**src/rtl/core/scfcc_pkg.sv**
```systemverilog
package scfcc_pkg;

   // stream payload widths, padded to whole bytes
   localparam int REQ_DATA_W = 80;
   localparam int RSP_DATA_W = 80;
   localparam int CSR_INDEX_W = 1;
   localparam int CSR_DATA_W = 8;

   // configuration register indexes
   localparam logic [CSR_INDEX_W-1:0] CSR_COMMAND_CODE = 1'd0;
   localparam logic [CSR_INDEX_W-1:0] CSR_REPLY_CODE = 1'd1;

   localparam logic [7:0] COMMAND_CODE_RESET = 8'd221;
   localparam logic [7:0] REPLY_CODE_RESET = 8'd68;

   // request kinds carried on tuser
   localparam logic OP_BUILD = 1'b0;
   localparam logic OP_CHECK = 1'b1;

   // result status codes
   localparam logic [2:0] ST_OK = 3'd0;
   localparam logic [2:0] ST_NO_RESPONSE = 3'd1;
   localparam logic [2:0] ST_INCOMPLETE = 3'd2;
   localparam logic [2:0] ST_BAD_CRC = 3'd3;
   localparam logic [2:0] ST_WRONG_REPLY = 3'd4;

   localparam logic [2:0] FRAME_LEN = 3'd6;

   // CRC-16/CMS: poly 0x8005, init 0xFFFF, MSB first, no final xor
   localparam logic [15:0] CRC_POLY = 16'h8005;
   localparam logic [15:0] CRC_INIT = 16'hFFFF;

   function automatic logic [15:0] crc_byte(input logic [15:0] crc_cur, input logic [7:0] din);
      logic [15:0] c;
      c = crc_cur ^ {din, 8'h00};
      for (int k = 0; k < 8; k++) begin
         if (c[15]) begin
            c = {c[14:0], 1'b0} ^ CRC_POLY;
         end else begin
            c = {c[14:0], 1'b0};
         end
      end
      return c;
   endfunction

endpackage

```
**src/rtl/core/servo_command_frame_crc_check.sv**
```systemverilog
// Channel  Dir  Width  Contents
// req      in   80+1   tdata: servo_id, position_code, rx_count, rx_byte0..5; tuser: op
// rsp      out  80     tdata: tx_byte0..5, status, ack_word, sent_position
// csr      in   1+1+8  write enable, register index, write data
//
// A request passes an input register, the CRC and check logic, then the result register.
// One frame per cycle when the result side takes every cycle; a stalled result holds in
// the output register while the input register still takes one more item. Reset is
// synchronous; it empties both stages and restores the command and reply codes.
module servo_command_frame_crc_check (
   input  logic                                clock,
   input  logic                                reset,
   input  logic                                req_tvalid,
   output logic                                req_tready,
   // [7:0] servo_id, [21:8] position_code, [24:22] rx_count, [32:25] rx_byte0,
   // [40:33] rx_byte1, [48:41] rx_byte2, [56:49] rx_byte3, [64:57] rx_byte4,
   // [72:65] rx_byte5, [79:73] zero
   input  logic [scfcc_pkg::REQ_DATA_W-1:0]    req_tdata,
   // [0] op
   input  logic                                req_tuser,
   output logic                                rsp_tvalid,
   input  logic                                rsp_tready,
   // [7:0] tx_byte0, [15:8] tx_byte1, [22:16] tx_byte2, [29:23] tx_byte3,
   // [37:30] tx_byte4, [45:38] tx_byte5, [48:46] status, [63:49] ack_word,
   // [77:64] sent_position, [79:78] zero
   output logic [scfcc_pkg::RSP_DATA_W-1:0]    rsp_tdata,
   input  logic                                csr_we,
   input  logic [scfcc_pkg::CSR_INDEX_W-1:0]   csr_index,
   input  logic [scfcc_pkg::CSR_DATA_W-1:0]    csr_wdata
);
   import scfcc_pkg::*;

   logic [7:0] command_code_ff, command_code_in;
   logic [7:0] reply_code_ff, reply_code_in;

   logic                  s1_valid_ff, s1_valid_in;
   logic                  s1_op_ff, s1_op_in;
   logic [72:0]           s1_data_ff, s1_data_in;
   logic                  out_valid_ff, out_valid_in;
   logic [RSP_DATA_W-1:0] out_data_ff, out_data_in;

   logic        out_load;
   logic        s1_load;
   logic [7:0]  servo_id;
   logic [13:0] position_code;
   logic [2:0]  rx_count;
   logic [7:0]  rx_byte0, rx_byte1, rx_byte2, rx_byte3, rx_byte4, rx_byte5;
   logic [7:0]  crc_b0, crc_b1, crc_b2, crc_b3;
   logic [15:0] crc_val;
   logic [7:0]  tx_byte0, tx_byte1, tx_byte4, tx_byte5;
   logic [6:0]  tx_byte2, tx_byte3;
   logic [2:0]  status;
   logic [14:0] ack_word;
   logic [13:0] sent_position;

   assign out_load = !out_valid_ff || rsp_tready;
   assign req_tready = !s1_valid_ff || out_load;
   assign s1_load = req_tvalid && req_tready;

   always_comb begin
      command_code_in = command_code_ff;
      reply_code_in = reply_code_ff;
      if (csr_we) begin
         unique case (csr_index)
            CSR_COMMAND_CODE: command_code_in = csr_wdata;
            CSR_REPLY_CODE:   reply_code_in = csr_wdata;
            default:          ;
         endcase
      end
   end

   // input stage
   always_comb begin
      s1_valid_in = s1_valid_ff;
      s1_op_in = s1_op_ff;
      s1_data_in = s1_data_ff;
      if (req_tready) begin
         s1_valid_in = req_tvalid;
      end
      if (s1_load) begin
         s1_op_in = req_tuser;
         s1_data_in = req_tdata[72:0];
      end
   end

   assign servo_id = s1_data_ff[7:0];
   assign position_code = s1_data_ff[21:8];
   assign rx_count = s1_data_ff[24:22];
   assign rx_byte0 = s1_data_ff[32:25];
   assign rx_byte1 = s1_data_ff[40:33];
   assign rx_byte2 = s1_data_ff[48:41];
   assign rx_byte3 = s1_data_ff[56:49];
   assign rx_byte4 = s1_data_ff[64:57];
   assign rx_byte5 = s1_data_ff[72:65];

   // one CRC unit, fed the built frame or the received one
   always_comb begin
      if (s1_op_ff == OP_BUILD) begin
         crc_b0 = command_code_ff;
         crc_b1 = servo_id;
         crc_b2 = {1'b0, position_code[13:7]};
         crc_b3 = {1'b0, position_code[6:0]};
      end else begin
         crc_b0 = rx_byte0;
         crc_b1 = rx_byte1;
         crc_b2 = rx_byte2;
         crc_b3 = rx_byte3;
      end
      crc_val = crc_byte(crc_byte(crc_byte(crc_byte(CRC_INIT, crc_b0), crc_b1), crc_b2), crc_b3);
   end

   always_comb begin
      tx_byte0 = '0;
      tx_byte1 = '0;
      tx_byte2 = '0;
      tx_byte3 = '0;
      tx_byte4 = '0;
      tx_byte5 = '0;
      status = ST_OK;
      ack_word = '0;
      sent_position = '0;
      if (s1_op_ff == OP_BUILD) begin
         tx_byte0 = command_code_ff;
         tx_byte1 = servo_id;
         tx_byte2 = position_code[13:7];
         tx_byte3 = position_code[6:0];
         tx_byte4 = crc_val[15:8];
         tx_byte5 = crc_val[7:0];
         sent_position = position_code;
      end else if (rx_count == 3'd0) begin
         status = ST_NO_RESPONSE;
      end else if (rx_count != FRAME_LEN) begin
         status = ST_INCOMPLETE;
      end else if (crc_val != {rx_byte4, rx_byte5}) begin
         status = ST_BAD_CRC;
      end else if (rx_byte0 != reply_code_ff) begin
         status = ST_WRONG_REPLY;
      end else begin
         // bit 7 of byte three overlaps bit 0 of byte two
         ack_word = {rx_byte2, 7'd0} | {7'd0, rx_byte3};
      end
   end

   // result stage
   always_comb begin
      out_valid_in = out_valid_ff;
      out_data_in = out_data_ff;
      if (out_load) begin
         out_valid_in = s1_valid_ff;
         out_data_in = {2'b00, sent_position, ack_word, status, tx_byte5, tx_byte4,
                        tx_byte3, tx_byte2, tx_byte1, tx_byte0};
      end
   end

   always_ff @(posedge clock) begin
      if (reset) begin
         command_code_ff <= COMMAND_CODE_RESET;
         reply_code_ff <= REPLY_CODE_RESET;
         s1_valid_ff <= 1'b0;
         out_valid_ff <= 1'b0;
      end else begin
         command_code_ff <= command_code_in;
         reply_code_ff <= reply_code_in;
         s1_valid_ff <= s1_valid_in;
         out_valid_ff <= out_valid_in;
      end
   end

   always_ff @(posedge clock) begin
      s1_op_ff <= s1_op_in;
      s1_data_ff <= s1_data_in;
      out_data_ff <= out_data_in;
   end

   assign rsp_tvalid = out_valid_ff;
   assign rsp_tdata = out_data_ff;

endmodule

```
**config.mk**
```make
export PLATFORM = sky130hd
export DESIGN_NAME = servo_command_frame_crc_check
export DESIGN_NICKNAME = d
export VERILOG_FILES = /design/src/rtl/core/scfcc_pkg.sv /design/src/rtl/core/servo_command_frame_crc_check.sv
export SDC_FILE = /design/constraint.sdc
export NUM_CORES = 1
export LEC_CHECK = 0
export BUFFER_PORTS_ARGS = -buffer_cell sky130_fd_sc_hd__buf_2
export CORE_MARGIN = 3
export CORE_UTILIZATION = 53
export DETAILED_ROUTE_END_ITERATION = 6
export PLACE_DENSITY = 0.9
export SYNTH_ARGS = -nofsm -noshare
export SYNTH_HDL_FRONTEND = slang
export SYNTH_SLANG_ARGS = --single-unit
```
**constraint.sdc**
```tcl
create_clock -name clock -period 4.5 [get_ports clock]
set_input_delay 0.45 -clock clock [delete_from_list [all_inputs] [get_ports clock]]
set_output_delay 0.45 -clock clock [all_outputs]
set_load 0.05 [all_outputs]
```
---- Word-level counts from Yosys, hierarchy flattened ----
Index checks and enable logic that the tools add are counted.
operators by class
  reduce and logical (&&, ||, !) cells .... 11
  bitwise logic cells ..................... 39
  muxes and demuxes ....................... 40
  equality and inequality tests ........... 3
operators with widths
  kind                  number
  $mux W16              32
  $not A3 Y3            32
  $xor A16 B16 Y16      3
  $mux W8               4
  $ne A16 B16 Y1        1
  $not A16 Y16          1
  $or A15 B8 Y15        1
  $ne A8 B8 Y1          1
  $reduce_or A5 Y1      1
  $mux W2               2
  $reduce_and A2 Y1     2
  $reduce_or A4 Y1      1
  $logic_not A3 Y1      1
  $mux W3               1
  $ne A3 B3 Y1 const B  1
  $logic_not A1 Y1      2
  $logic_or A1 B1 Y1    2
  $not A1 Y1            2
  $reduce_or A2 Y1      1
  $logic_and A1 B1 Y1   1
  $mux W1               1
word-level totals
  output and inout bits ................... 82
  flip-flop bits (word level) ............. 170
  input bits .............................. 95

---- Depth between registers and ports, before layout ----
Gate-level depths: netlist of run 1.
  word-level depth ........................ 73
  depth in mapped cells ................... 14
  gate-level depth less buffers ........... 9

---- Worst setup path after synthesis of run 1 ----
Ideal clock, no wire load.
  path kind ............................... register -> register
  start point ............................. register s1_data_ff[26]
  end point ............................... register out_data_ff[54] (netlist: rsp_tdata[54]), data pin
  path slack .............................. 1.123 ns
  period minus slack after synthesis ...... 3.377 ns
  stages on the path, launching flop included .. 12
  required time ........................... 4.346 ns
  data arrival time ....................... 3.223 ns
  cell sequence ........................... edfxtp_1 xor2_1 mux2i_2 xor2_1 xnor2_1 xnor3_2 xnor3_1 mux2_2 or4_1 buf_6 buf_12 nor3_2
between the ends
  word-level cells in the longest chain between the ends .. 43
  elaborated cells between the ends (all ways) .. 65
  classes of those cells .................. eq/ne (2); mux (33); bitwise (29); reduce/logical (1)
ends and longest elaborated chain
  what                                                        RTL line                              RTL
  from (decl)                                                 servo_command_frame_crc_check.sv:38   logic [72:0] s1_data_ff, s1_data_in;
  from (signal assigned)                                      servo_command_frame_crc_check.sv:171  s1_data_ff <= s1_data_in;
  $mux W8                                                     servo_command_frame_crc_check.sv:98   if (s1_op_ff == OP_BUILD) begin
  $not A16 Y16 (no line)                                      -
  $mux W16 (5 in a row)                                       scfcc_pkg.sv:37                       if (c[15]) begin
  $not A3 Y3 (no line)                                        -
  $mux W16 (3 in a row)                                       scfcc_pkg.sv:37
  $xor A16 B16 Y16                                            scfcc_pkg.sv:35                       c = crc_cur ^ {din, 8'h00};
  $mux W16 / $not A3 Y3 (equally long branches) (7 in a row)  -
  $not A3 Y3 (no line) / $mux W16 (equally long branches)     -
  (+11 left out)                                              -
  $mux W16, or another cell as far along                      scfcc_pkg.sv:37
  $mux W16 / $not A3 Y3 (equally long branches) (3 in a row)  -
  $not A3 Y3 (no line) / $mux W16 (equally long branches)     -
  $mux W16 / $not A3 Y3 (equally long branches) (3 in a row)  -
  $not A3 Y3 (no line) / $mux W16 (equally long branches)     -
  $mux W16                                                    scfcc_pkg.sv:37
  $ne A16 B16 Y1                                              servo_command_frame_crc_check.sv:134  end else if (crc_val != {rx_byte4, rx_byte5}) begin
  $reduce_or A5 Y1 (no line) *                                -
  to (signal assigned)                                        servo_command_frame_crc_check.sv:172  out_data_ff <= out_data_in;
  to (decl)                                                   servo_command_frame_crc_check.sv:40   logic [RSP_DATA_W-1:0] out_data_ff, out_data_in;
Mark *: on every way between the ends. The rest lies on a longest branch, timed or not.
A chain may end at the register's enable or synchronous reset.

---- Final worst setup path of run 1 ----
  start point ............................. register s1_op_ff
  end point ............................... register out_data_ff[50] (netlist: rsp_tdata[50]), data pin
between the ends
  word-level cells in the longest chain between the ends .. 43
  elaborated cells between the ends (all ways) .. 75
  classes of those cells .................. eq/ne (1); mux (36); bitwise (37); reduce/logical (1)
ends and longest elaborated chain
  what                                                        RTL line                              RTL
  from (decl)                                                 servo_command_frame_crc_check.sv:37   logic s1_op_ff, s1_op_in;
  from (signal assigned)                                      servo_command_frame_crc_check.sv:170  s1_op_ff <= s1_op_in;
  $mux W8                                                     servo_command_frame_crc_check.sv:98
  $not A16 Y16 (no line)                                      -
  $not A3 Y3 (no line) / $mux W16 (equally long branches)     -
  $mux W16 / $not A3 Y3 (equally long branches) (8 in a row)  -
  $xor A16 B16 Y16 / $mux W16 (equally long branches)         scfcc_pkg.sv:35, scfcc_pkg.sv:37
  $mux W16, or another cell as far along                      scfcc_pkg.sv:37
  $mux W16 / $not A3 Y3 (equally long branches) (5 in a row)  -
  $not A3 Y3 (no line) / $mux W16 (equally long branches)     -
  (+12 left out)                                              -
  $xor A16 B16 Y16, or another cell as far along              scfcc_pkg.sv:35
  $mux W16, or another cell as far along                      scfcc_pkg.sv:37
  $mux W16 / $not A3 Y3 (equally long branches) (5 in a row)  -
  $not A3 Y3 (no line) / $mux W16 (equally long branches)     -
  $mux W16 / $not A3 Y3 (equally long branches)               -
  $mux W16                                                    scfcc_pkg.sv:37
  $ne A16 B16 Y1                                              servo_command_frame_crc_check.sv:134
  $reduce_or A5 Y1 (no line) *                                -
Marked as above.

==> results of run 1 <==
==> cells in the final DEF, fill, tap and decap left out, types with 2 or more instances in the layout <==
cell	synthesis	final
buf_2	2	167
edfxtp_1	138	138
xnor2_1	83	83
xor2_1	44	44
nand2_1	40	40
nor2b_1	38	38
mux2i_1	23	23
nor2_1	20	20
dfxtp_1	18	18
clkbuf_16	0	17
a21oi_1	15	15
inv_1	16	15
nor3_2	10	10
nand3b_1	9	9
nor3_1	7	7
clkinv_1	0	5
nand4_1	3	3
nand3_1	3	3
clkinvlp_4	0	3
bufinv_16	0	3
clkinv_2	0	3
buf_4	16	3
and2_1	3	2
or2_2	2	2
xnor3_2	2	2
conb_1	1	2
==> layout make-up <==
cell class / count / area (sq um) / area share
sequential: 156 / 4500 / 0.526
clock buffer: 17 / 425 / 0.0497
clock inverter: 15 / 155 / 0.0181
multi-input combinational: 315 / 2320 / 0.271
tap: 172 / 215 / 0.0251
inverter: 16 / 60.1 / 0.00701
timing repair buffer: 171 / 878 / 0.103
antenna: 1 / 2.50 / 0.000292
==> metal layers <==
metal | vias to the layer above | GRT usage | wire [microns]
met1 | 2081 | 0.277 | 6280
met2 | 195 | 0.364 | 7730
met3 | 21 | 0.0650 | 1140
li1 | 2071 | - | -
met5 | - | 0 | 13
met4 | 2 | 0.0700 | 225
==> cells by family (layout without fill, tap and decap cells) <==
kind of cell	count (synthesis)	count (layout)	synth area share
and+or+nand+nor	137	137	0.105
muxes	25	25	0.0360
xor gates and xnor gates	131	131	0.169
AOI/OAI and AO/OA	20	20	0.0159
DFF	156	156	0.635
buffers and inverters	48	219	0.0386
other	1	3	0.000529
==> metrics by stage <==
stage,hold WS [ns],cells,area (sq um),utilization,setup slack [ns]
6_report,0.195,863,8560,0.665,0.344
5_1_grt,0.178,863,8560,0.665,0.0557
4_1_cts,0.179,862,8560,0.665,0.330
3_5_place_dp,0.472,830,7980,0.620,0.346
3_3_place_gp,0.468,830,7980,0.620,0.519
2_1_floorplan,0.449,519,7100,-,1.12
==> worst min-delay path by stage <==
stage / start / endpoint / slack, ns / cells past startpoint
3_3_place_gp: reply_code_ff[0] / reply_code_ff[0] / 0.47 / 2
3_5_place_dp: reply_code_ff[0] / reply_code_ff[0] / 0.47 / 2
2_1_floorplan: reply_code_ff[0] / reply_code_ff[0] / 0.45 / 2
6_report: req_tdata[55] / s1_data_ff[55] / 0.20 / 1
4_1_cts: req_tdata[48] / s1_data_ff[48] / 0.18 / 1
5_1_grt: req_tdata[32] / s1_data_ff[32] / 0.18 / 1
==> flip-flops by register name (all words and copies together), names as in the netlist <==
name / count
s1_data_ff: 73
rsp_tdata: 64
command_code_ff: 8
reply_code_ff: 8
rsp_tvalid: 1
s1_op_ff: 1
s1_valid_ff: 1
==> worst max-delay path: stages, from the launching register on <==
cell and delay [ns]:
edfxtp_1 0.42, buf_12 0.30, buf_4 0.33, mux2i_1 0.31, xnor2_1 0.21, xnor3_2 0.54, xnor3_1 0.36, mux2_2 0.31
or4_1 0.85, nor3_1 0.30
==> where the power goes <==
group          internal [uW]  switching [uW]
sequential              1720            69.1
clock                    858             545
combinational            429             641
==> flow_summary_export.csv, run 1 <==
group,metric,value,unit
synthesis,synth_most_common_cell,"edfxtp_1",
place,place_hpwl,11200,microns
synthesis,synth.yosys.seq_area_share,0.635,
pwr,power_density,497,nW/um^2
clocking,path_clk_slew,0.06,ns
detailed_routing,drt_iter0_drc,342,
timing,finalMaxSlewViolations,0,
pwr,power.total,4260,uW
setup_path,critPathCapture,"rsp_tdata[50]",
timing,tightest_slew,0.987,ns
clocking,clk_path_buf_depth,2,
clocking,holdBufCountCts,0,
clocking,cts_inserted_buffers,17,
global_routing,grt_pass1_wl,23700,microns
die,die-width,122,microns
detailed_routing,vias_per_cell,5.06,
synthesis,ys_types,36,
clocking,clk_latency,0.43,ns
clocking,cts_sinks,156,
clocking,cts_tree,"built",
clocking,post_cts_resized,0,
job,drv_cap,0,
place,gp_congestion,0.852,
synthesis,async_flop_share,0,
setup_path,crit_path_start,"s1_op_ff",
synthesis,syn_inst,518,
synthesis,yosysTopAreaCellShare,0.584,
place,port_buffers,167,
setup_path,r2r_end,"rsp_tdata[50]",
die,dieArea,14800,sq um
setup_path,endpoint_kind,"register",
synthesis,yosysTopAreaCell,"edfxtp_1",
die,rows,41,
setup_path,path_class,"register to register",
synthesis,synthTopCellsByArea,"edfxtp_1, xnor2_1, xor2_1",
layout,layout.nets,772,
synthesis,ys.flop_type,"edfxtp_1",
global_routing,antenna_found_initial,2,
timing,finalCriticalPeriod,4.16,ns
die,start_util,0.551,
setup_path,critPathArrivalTime,4.39,ns
die,die_y,122,microns
timing,finalSetupTns,0,ns
outcome,status,"finished clean",
setup_path,worst-path-max-fanout,56,
synthesis,ys_warn_count,0,
synthesis,synth-edff-count,138,
layout,synthToLayoutAreaGrowth,20.7,%
setup_path,cp-start-kind,"register",
timing,setup-violations-final,0,
clocking,ctsRootBufferMaster,"clkbuf_16",
global_routing,grt_pass1_vias,4380,
setup_path,reg2reg_depth,9,
detailed_routing,drcViolationCount,0,
detailed_routing,ant_nets,0,
global_routing,grt_overflow_total,0,
timing,maxSlewHeadroom,0.342,
detailed_routing,finalWirelength,15400,microns
global_routing,track_usage,0.219,
global_routing,grt_max_degree,75,
detailed_routing,dr.pass1.iters,4,
die,design.portCount,177,
synthesis,synth_top_cells_by_count,"edfxtp_1, xnor2_1, xor2_1, nand2_1, nor2b_1",
setup_path,cp.required,4.74,ns
clocking,h-tree-depth,4,
timing,finalClockSkew,0.00962,ns
layout,drive_gt1_frac,0.314,
setup_path,r2r_slack,0.34,ns
layout,fillers,931,
setup_path,r2r-start,"s1_op_ff",
detailed_routing,route.vias.total,4370,
pwr,ir_drop,0.262,mV
clocking,cts_setup_buffers,0,
synthesis,synth_area,7090,sq um
synthesis,synth-seq-cells,156,
synthesis,post_synth.cell_area_avg,13.7,sq um
hold_path,hold_path.class,"input pin to register",
timing,timing.final.crit_share,0.924,
timing,clock.fmax,241,MHz
detailed_routing,routedWlPerCell,17.8,microns
timing,rsz0062_at_grt,"false",
die,coreArea,12900,sq um
timing,hold_viol,0,
pwr,power_leakage,0.00353,uW
No activity file was read; power rests on OpenSTA's default activity.
==> inputs of run 2 (changes only) <==
GPL_TIMING_DRIVEN = 0   (was default)
==> flow_summary_export.csv, run 2 (synthesis gave the netlist of run 1 again) <==
group,metric,value,unit
setup_path,cp.required,4.76,ns
layout,fillers,912,
die,die_y,122,microns
place,port_buffers,167,
detailed_routing,finalWirelength,15800,microns
clocking,clk_path_buf_depth,2,
hold_path,hold_path.class,"input pin to register",
place,place_inst,860,
global_routing,antenna_found_initial,0,
detailed_routing,routedWlPerCell,17.7,microns
global_routing,track_usage,0.217,
setup_path,r2r-start,"s1_data_ff[26]",
setup_path,path_class,"register to register",
timing,timing.final.crit_share,0.856,
layout,drive_gt1_frac,0.330,
timing,hold_viol,0,
timing,finalCriticalPeriod,3.85,ns
clocking,post_cts_resized,0,
global_routing,grt_max_degree,43,
layout,synthToLayoutAreaGrowth,22.6,%
layout,final_util,0.675,
layout,layout.nets,802,
clocking,holdBufCountCts,0,
hold_path,whs_path_depth,1,
detailed_routing,vias_per_cell,5.10,
detailed_routing,route.vias.total,4541,
setup_path,r2r_slack,0.65,ns
global_routing,grt_pass1_wl,23800,microns
timing,maxSlewHeadroom,0.541,
layout,final_common_cell,"buf_2",
die,design.portCount,177,
place,gp_congestion,0.914,
clocking,clk_latency,0.42,ns
global_routing,grt_overflow_total,0,
detailed_routing,drcViolationCount,0,
detailed_routing,dr.pass1.iters,5,
setup_path,cp-start-kind,"register",
layout,regMostFlops,"s1_data_ff",
detailed_routing,ant_nets,0,
clocking,cts_inserted_buffers,17,
clocking,cts_sinks,156,
setup_path,reg2reg_depth,11,
global_routing,grt_pass1_vias,4571,
detailed_routing,drt_iter0_drc,347,
pwr,ir_drop,0.253,mV
die,start_util,0.551,
timing,finalMaxSlewViolations,0,
layout,mostFrequentLayoutCells,"buf_2, edfxtp_1, xnor2_1",
timing,setup-violations-final,0,
job,drv_cap,0,
hold_path,min_from,"req_tdata[52]",
timing,finalSetupTns,0,ns
pwr,power_leakage,0.00362,uW
clocking,h-tree-depth,4,
clocking,cts_setup_buffers,0,
timing,clock.fmax,260,MHz
setup_path,worst-path-max-fanout,10,
die,rows,41,
setup_path,endpoint_kind,"register",
setup_path,r2r_end,"rsp_tdata[63]",
timing,holdWs,0.197,ns
die,die-width,122,microns
outcome,status,"finished clean",
timing,rsz0062_at_grt,"false",
setup_path,crit_path_start,"s1_data_ff[26]",
place,place_hpwl,11900,microns
die,dieArea,14800,sq um
layout,largest_reg_flops,73,
clocking,ctsRootBufferMaster,"clkbuf_16",
timing,tightest_slew,0.688,ns
layout,fin_cells,891,
setup_path,critPathArrivalTime,4.11,ns
timing,finalClockSkew,0.0102,ns
layout,n_antenna_cell,0,
hold_path,hold_path_end,"s1_data_ff[52]",
die,coreArea,12900,sq um
pwr,power_density,473,nW/um^2
clocking,cts_tree,"built",
clocking,path_clk_slew,0.06,ns
==> run 2: where the power goes <==
part	leakage, uW	internal [uW]	switching [uW]	total, uW
Combinational	0.00177	443	641	1080
Sequential	0.00160	1710	71.1	1790
Clock	0.000246	691	552	1240
Total	0.00362	2850	1260	4110
==> run 2: through the flow <==
| stage | setup WS, ns | instance area, sq um | power (uW) |
|---|---|---|---|
| floorplan | 1.12 | 7100 | 2660 |
| global placement | 0.833 | 8150 | 2870 |
| detailed placement | 0.688 | 8190 | 2900 |
| CTS | 0.662 | 8700 | 4130 |
| global route | 0.496 | 8700 | 4280 |
| finish | 0.649 | 8700 | 4110 |
==> run 2: worst max path at each step <==
stage,to,slack (ns)
final,rsp_tdata[63],0.65
after CTS,rsp_tdata[63],0.66
after detailed placement,rsp_tdata[63],0.69
after floorplan,rsp_tdata[54],1.12
after global routing,rsp_tdata[63],0.50
after global placement,rsp_tdata[58],0.83
==> run 2: layout make-up <==
class | instances | area, sq um | area share
Multi-Input combinational cell | 315 | 2320 | 0.267
Inverter | 16 | 60.1 | 0.00691
Timing Repair Buffer | 169 | 876 | 0.101
Buffer | 32 | 214 | 0.0246
Sequential cell | 156 | 4500 | 0.518
Clock buffer | 18 | 429 | 0.0493
Clock inverter | 13 | 77.6 | 0.00892
Tap cell | 172 | 215 | 0.0247
==> run 2: per-layer routing <==
metal / wire length (microns) / GRT usage / up-vias
li1: - / - / 2130
met1: 6610 / 0.282 / 2157
met3: 1190 / 0.0525 / 32
met2: 7620 / 0.357 / 222
met4: 326 / 0.0826 / 0
met5: 0 / 0 / -
==> run 2: critical path: stages, from the launching register on <==
cell and delay (ns):
edfxtp_1 0.51, xor2_1 0.38, mux2i_2 0.16, xor2_1 0.17, xnor2_1 0.29, xnor3_2 0.54, xnor3_1 0.36, mux2_2 0.30
or4_1 0.50, buf_6 0.16, buf_12 0.14, nor3_2 0.17
